<file path="config.mk">
export PLATFORM = sky130hd
export DESIGN_NAME = bwq_scale
export DESIGN_NICKNAME = d
export VERILOG_FILES = /design/src/design/bwq_pkg.sv /design/src/design/bwq_scale.sv
export SDC_FILE = /design/constraint.sdc
export NUM_CORES = 2
export LEC_CHECK = 0
export ABC_CLOCK_PERIOD_IN_PS = 10100
export CORE_UTILIZATION = 60
export CTS_CLUSTER_DIAMETER = 200
export DETAILED_ROUTE_END_ITERATION = 6
export DONT_BUFFER_PORTS = 1
export GPL_TIMING_DRIVEN = 1
export PLACE_DENSITY = 0.73
export SLEW_MARGIN = 20
export SYNTH_ARGS = -nofsm -noshare
export SYNTH_HDL_FRONTEND = slang
export SYNTH_SLANG_ARGS = --single-unit
export TNS_END_PERCENT = 10
</file>
<file path="constraint.sdc">
create_clock -name clk -period 10.1 [get_ports clk]
set_input_delay 0.505 -clock clk [delete_from_list [all_inputs] [get_ports clk]]
set_output_delay 0.505 -clock clk [all_outputs]
set_load 0.03 [all_outputs]
</file>
<file path="src/design/bwq_pkg.sv">
`default_nettype none
// ----------------------------------------------------------------------------
// bwq_pkg
// Shared constants and types of the block weight quantiser: lane count,
// configuration register indexes, mode codes and the configuration bundle.
// ----------------------------------------------------------------------------
package bwq_pkg;

    // Weights per block
    localparam int LANES       = 8;
    localparam int LANE_IDX_W  = 3;

    // Configuration port
    localparam int CFG_INDEX_W = 1;
    localparam int CFG_DATA_W  = 4;
    localparam int MODE_W      = 2;
    localparam int LIMIT_W     = 4;

    localparam logic [CFG_INDEX_W-1:0] REG_QUANT_MODE = 1'b0;
    localparam logic [CFG_INDEX_W-1:0] REG_E8_LIMIT   = 1'b1;

    // Quantisation modes; the unused code behaves as E8
    localparam logic [MODE_W-1:0] MODE_E8   = 2'd1;
    localparam logic [MODE_W-1:0] MODE_INT8 = 2'd2;
    localparam logic [MODE_W-1:0] MODE_INT4 = 2'd3;

    localparam logic [MODE_W-1:0]  MODE_RESET  = MODE_E8;
    localparam logic [LIMIT_W-1:0] LIMIT_RESET = 4'd15;

    // Result code width and integer clamp levels
    localparam int CODE_W   = 8;
    localparam int INT8_LIM = 127;
    localparam int INT4_LIM = 7;

    // E8 scale 7.25 written as 29 / 4
    localparam int E8_NUM = 29;

    // Lattice coordinate width (covers +-9 after the parity fix)
    localparam int ZW = 5;

    typedef struct packed {
        logic [MODE_W-1:0]  mode;
        logic [LIMIT_W-1:0] limit;
    } cfg_t;

endpackage
`default_nettype wire

</file>
<file path="src/design/bwq_scale.sv">
`default_nettype none
// ----------------------------------------------------------------------------
// bwq_scale
// Front end: magnitudes, block maximum over two stages, then the dividend
// and divisor of the per-weight scaling for the selected mode.
// ----------------------------------------------------------------------------
module bwq_scale
    import bwq_pkg::*;
#(
    parameter int WEIGHT_BITS   = 16,
    parameter int FRACTION_BITS = 8,
    localparam int NW = WEIGHT_BITS + FRACTION_BITS + 4,
    localparam int DW = WEIGHT_BITS + 2
)
(
    input  logic                          clk,
    input  logic [2:0]                    en,
    input  cfg_t                          cfg,
    input  logic signed [WEIGHT_BITS-1:0] weight [LANES],
    output logic [NW-1:0]                 num    [LANES],
    output logic [DW-1:0]                 den,
    output logic [LANES-1:0]              neg,
    output logic [WEIGHT_BITS-1:0]        blk_max
);

    localparam logic [NW-1:0] E8_MULT   = NW'(E8_NUM) << FRACTION_BITS;
    localparam logic [NW-1:0] INT8_MULT = NW'(2 * INT8_LIM);
    localparam logic [NW-1:0] INT4_MULT = NW'(2 * INT4_LIM);

    logic [WEIGHT_BITS-1:0] mag_next  [LANES];
    logic [WEIGHT_BITS-1:0] pmax_next [LANES/2];
    logic [WEIGHT_BITS-1:0] max_next;
    logic [NW-1:0]          num_next  [LANES];
    logic [DW-1:0]          den_next;
    logic                   int_mode;

    logic [WEIGHT_BITS-1:0] mag0_reg  [LANES];
    logic [WEIGHT_BITS-1:0] pmax0_reg [LANES/2];
    logic [LANES-1:0]       neg0_reg;
    logic [WEIGHT_BITS-1:0] mag1_reg  [LANES];
    logic [WEIGHT_BITS-1:0] max1_reg;
    logic [LANES-1:0]       neg1_reg;
    logic [NW-1:0]          num_reg   [LANES];
    logic [DW-1:0]          den_reg;
    logic [LANES-1:0]       neg2_reg;
    logic [WEIGHT_BITS-1:0] max2_reg;

    // Magnitudes and pairwise maxima
    always_comb
    begin
        for (int i = 0; i < LANES; i++)
        begin
            mag_next[i] = weight[i][WEIGHT_BITS-1] ? $unsigned(-weight[i])
                                                   : $unsigned(weight[i]);
        end
        for (int p = 0; p < LANES/2; p++)
        begin
            pmax_next[p] = (mag_next[2*p] >= mag_next[2*p+1]) ? mag_next[2*p]
                                                              : mag_next[2*p+1];
        end
    end

    // Finish the maximum over the four pair maxima
    always_comb
    begin
        logic [WEIGHT_BITS-1:0] m01;
        logic [WEIGHT_BITS-1:0] m23;
        m01 = (pmax0_reg[0] >= pmax0_reg[1]) ? pmax0_reg[0] : pmax0_reg[1];
        m23 = (pmax0_reg[2] >= pmax0_reg[3]) ? pmax0_reg[2] : pmax0_reg[3];
        max_next = (m01 >= m23) ? m01 : m23;
    end

    // Dividend and divisor: rounding half away folded into the dividend
    assign int_mode = (cfg.mode == MODE_INT8) || (cfg.mode == MODE_INT4);

    always_comb
    begin
        logic [NW-1:0] lim2;
        lim2 = (cfg.mode == MODE_INT8) ? INT8_MULT : INT4_MULT;
        for (int i = 0; i < LANES; i++)
        begin
            if (int_mode)
            begin
                num_next[i] = NW'(mag1_reg[i]) * lim2 + NW'(max1_reg);
            end
            else
            begin
                num_next[i] = NW'(mag1_reg[i]) * E8_MULT + (NW'(max1_reg) << 1);
            end
        end
        den_next = int_mode ? (DW'(max1_reg) << 1) : (DW'(max1_reg) << 2);
    end

    // Stage registers
    always_ff @(posedge clk)
    begin
        if (en[0])
        begin
            mag0_reg  <= mag_next;
            pmax0_reg <= pmax_next;
            for (int i = 0; i < LANES; i++)
            begin
                neg0_reg[i] <= weight[i][WEIGHT_BITS-1];
            end
        end
        if (en[1])
        begin
            mag1_reg <= mag0_reg;
            max1_reg <= max_next;
            neg1_reg <= neg0_reg;
        end
        if (en[2])
        begin
            num_reg  <= num_next;
            den_reg  <= den_next;
            neg2_reg <= neg1_reg;
            max2_reg <= max1_reg;
        end
    end

    assign num     = num_reg;
    assign den     = den_reg;
    assign neg     = neg2_reg;
    assign blk_max = max2_reg;

endmodule
`default_nettype wire

</file>
==> impl_metrics.py <==
metrics = {
    "global_route": {
        "gr-total-overflow": 0,
        "grt_pass1_vias": 53100,
        "grt.total_usage_pct": 31.0,
        "antenna_found_initial": 12,
        "grt_max_degree": 286,
        "grt_pass1_wl_mm": 299,
    },
    "status": {
        "status": "completed",
    },
    "finish": {
        "layout-drive-gt1-share_pct": 3.97,
        "utilization_pct": 63.9,
        "syn_to_final_growth_pct": 5.75,
        "largest_reg_flops": 216,
        "nets": 9472,
    },
    "synthesis": {
        "ys_ff_latch": 609,
        "synth_most_common_cell": "inv_1",
        "syn_area_per_cell_um2": 9.90,
        "synth_xor_area_share_pct": 6.72,
        "synth_edf_count": 609,
        "yosysWarningCount": 0,
        "yosys-top-cells-count": "1619 x inv_1, 1056 x ha_1, 760 x fa_1, 609 x edfxtp_1, 444 x nand2_1",
        "synth_flop_cell": "edfxtp_1",
        "synth_top_family_by_area": "adder cells",
        "ys_types": 105,
        "synth_top_area_cell": "edfxtp_1",
        "synth-simple-area-share_pct": 8.73,
        "yosysTopAreaCellShare_pct": 24.5,
        "async_flop_share_pct": 0,
        "synth-compound-area-share_pct": 10.9,
        "synth_seq_area_share_pct": 24.5,
        "synth_area_um2": 74700,
        "synth_fa_ha_area_share_pct": 38.0,
        "synthMuxAreaShare_pct": 2.14,
        "postSynthNetCount": 9503,
        "synthTopCellsByArea": "edfxtp_1 24%, fa_1 20%, ha_1 18%",
        "syn_inst": 7549,
    },
    "clocking": {
        "cts_sinks": 609,
        "cts.reportedPaths.clkPinSlew_ns": 0.06,
        "cts.path.max_buffers": 3,
        "root_buffer": "clkbuf_16",
        "cts_tree": "done",
        "insertion_delay_ns": 0.68,
        "post_cts_buffers": 0,
        "htree_levels": 3,
        "numCtsBuffers": 71,
    },
    "sta": {
        "setup_viol_count_final": 0,
        "finClkSkew_ns": 0.0130,
        "slew_headroom_pct": 22.6,
        "worstMarginPinSlew_ns": 1.16,
        "fin_crit_sh_pct": 63.4,
        "fin_tns_setup_ns": 0,
        "fmax_ghz": 0.156,
        "slew_viol_final": 0,
        "period_needed_ns": 6.40,
        "grt_setup_unrepaired": "no",
        "hold_viol": 0,
    },
    "job": {
        "drv_cap": 0,
    },
    "critical_path": {
        "path_max_fanout": 285,
        "worstSetupEndpoint": "num[191]$_DFFE_PP_",
        "cp-end-kind": "register",
        "startpoint_type": "input pin",
        "timing.rr.end": "num[163]$_DFFE_PP_",
        "reg2reg_depth": 18,
        "worstPathArrival_ns": 6.80,
        "critPathLaunch": "cfg[5]",
        "rrSetupSlack_ns": 3.79,
        "critPathKind": "in -> reg",
        "worstPathRequired_ns": 10.50,
        "r2r-start": "max1_reg[8]$_DFFE_PP_",
    },
    "die": {
        "die_w_um": 355,
        "rows": 129,
        "core_um2": 124000,
        "ioPinCount": 404,
        "initial_utilization_pct": 60.4,
        "fp.dieH_um": 355,
        "die-area_um2": 126000,
    },
    "routing": {
        "num_vias": 53300,
        "wl_mm": 194,
        "drc_errors": 0,
        "drt_iter0_markers": 4019,
        "drt_pass1_iterations": 6,
        "wire_per_inst_um": 21.1,
        "via_per_inst": 5.78,
        "drtAntennaViolNets": 0,
    },
    "min_path": {
        "hold_class": "in -> reg",
    },
    "placement": {
        "port_buffers": 0,
        "gp_congestion": 0.945,
        "hpwl_mm": 153,
    },
}
## routing by layer
layer / part of all wire [%] / wire, um / GRT usage (%) / up-vias
li1: - / - / - / 24900
met1: 43 / 83300 / 43.2 / 26200
met2: 44 / 84800 / 47.5 / 1900
met3: 9.8 / 19100 / 7.21 / 295
met4: 3.6 / 7030 / 11.0 / 8
met5: 0.027 / 53 / 0 / -
## cells by family after synthesis
| kind of cell | count (synthesis) |
|---|---|
| AOI/OAI and AO/OA | 1250 |
| DFF | 609 |
| muxes | 150 |
| buffers and inverters | 1777 |
| and+or+nand+nor | 1374 |
| other | 1 |
| xor gates and xnor gates | 572 |
| adders and majority gates | 1816 |
## worst max-delay path, cell delays in order
cell      delay [ns]
inv_4           0.17
nor2_4          0.23
buf_12          0.43
nand2_1         0.21
xnor2_1         0.20
and2_1          0.22
ha_1            0.20
nand2b_1        0.17
fa_1            0.50
fa_1            0.56
inv_1           0.06
fa_1            0.53
inv_1           0.04
ha_1            0.33
o21a_1          0.13
o21a_1          0.12
nand3_1         0.07
o21ai_0         0.39
a31oi_1         0.20
a311oi_1        0.53
nand2_1         0.11
o21ai_0         0.24
xnor2_1         0.16
mux2i_1         0.10
## layout by cell type, fill, tap and decap left out, types with 85 or more instances in the layout
cell type	count
a21oi_1	336
o21ai_0	276
nand2b_1	85
edfxtp_1	609
xor2_1	189
nand2_1	444
xnor2_1	382
nor3_1	95
inv_1	1619
fa_1	760
a21o_1	152
nor2_1	377
ha_1	1056
## area by class of cell
cell class              count  area [um2]
well taps                1637        2050
clock buffers              80        1850
multi-input cells        5163       49700
inverters                1621        6090
fillers                 10100       44600
flip-flops and latches    609       18300
clock inverters            50         500
repair buffers             52         513
diodes                      3        7.51
## worst min-delay path by stage
stage | start | end | slack, ns | cells past startpoint
global route | en[0] | mag0_reg[60]$_DFFE_PP_ | 0.01 | 0
floorplan | mag0_reg[0]$_DFFE_PP_ | mag1_reg[0]$_DFFE_PP_ | 0.40 | 0
finish | cfg[5] | num[55]$_SDFFCE_PN0P_ | 0.06 | 1
global placement | mag0_reg[99]$_DFFE_PP_ | mag1_reg[99]$_DFFE_PP_ | 0.40 | 0
detailed placement | mag0_reg[104]$_DFFE_PP_ | mag1_reg[104]$_DFFE_PP_ | 0.40 | 0
CTS | en[1] | mag1_reg[37]$_DFFE_PP_ | 0.001 | 0
## through the flow
step	instances	cell area (um2)	setup WS, ns	hold WS, ns
6_report	9215	79000	3.70	0.0617
5_1_grt	9212	79000	3.42	0.0123
4_1_cts	9212	79000	3.81	0.00137
3_3_place_gp	9060	76400	3.25	0.401
2_1_floorplan	7549	74700	3.84	0.400
3_5_place_dp	9060	76400	3.09	0.405
## repair_timing
action                                  in CTS  in global routing
resized for setup                            0                  0
hold buffers                                22                  0
endpoints found under the setup margin       0                  0
endpoints found under the hold margin      115                  0
Power is left out: the tool's default activity adds up to more than one toggle a clock period on the data nets, which glitch-free logic cannot reach.
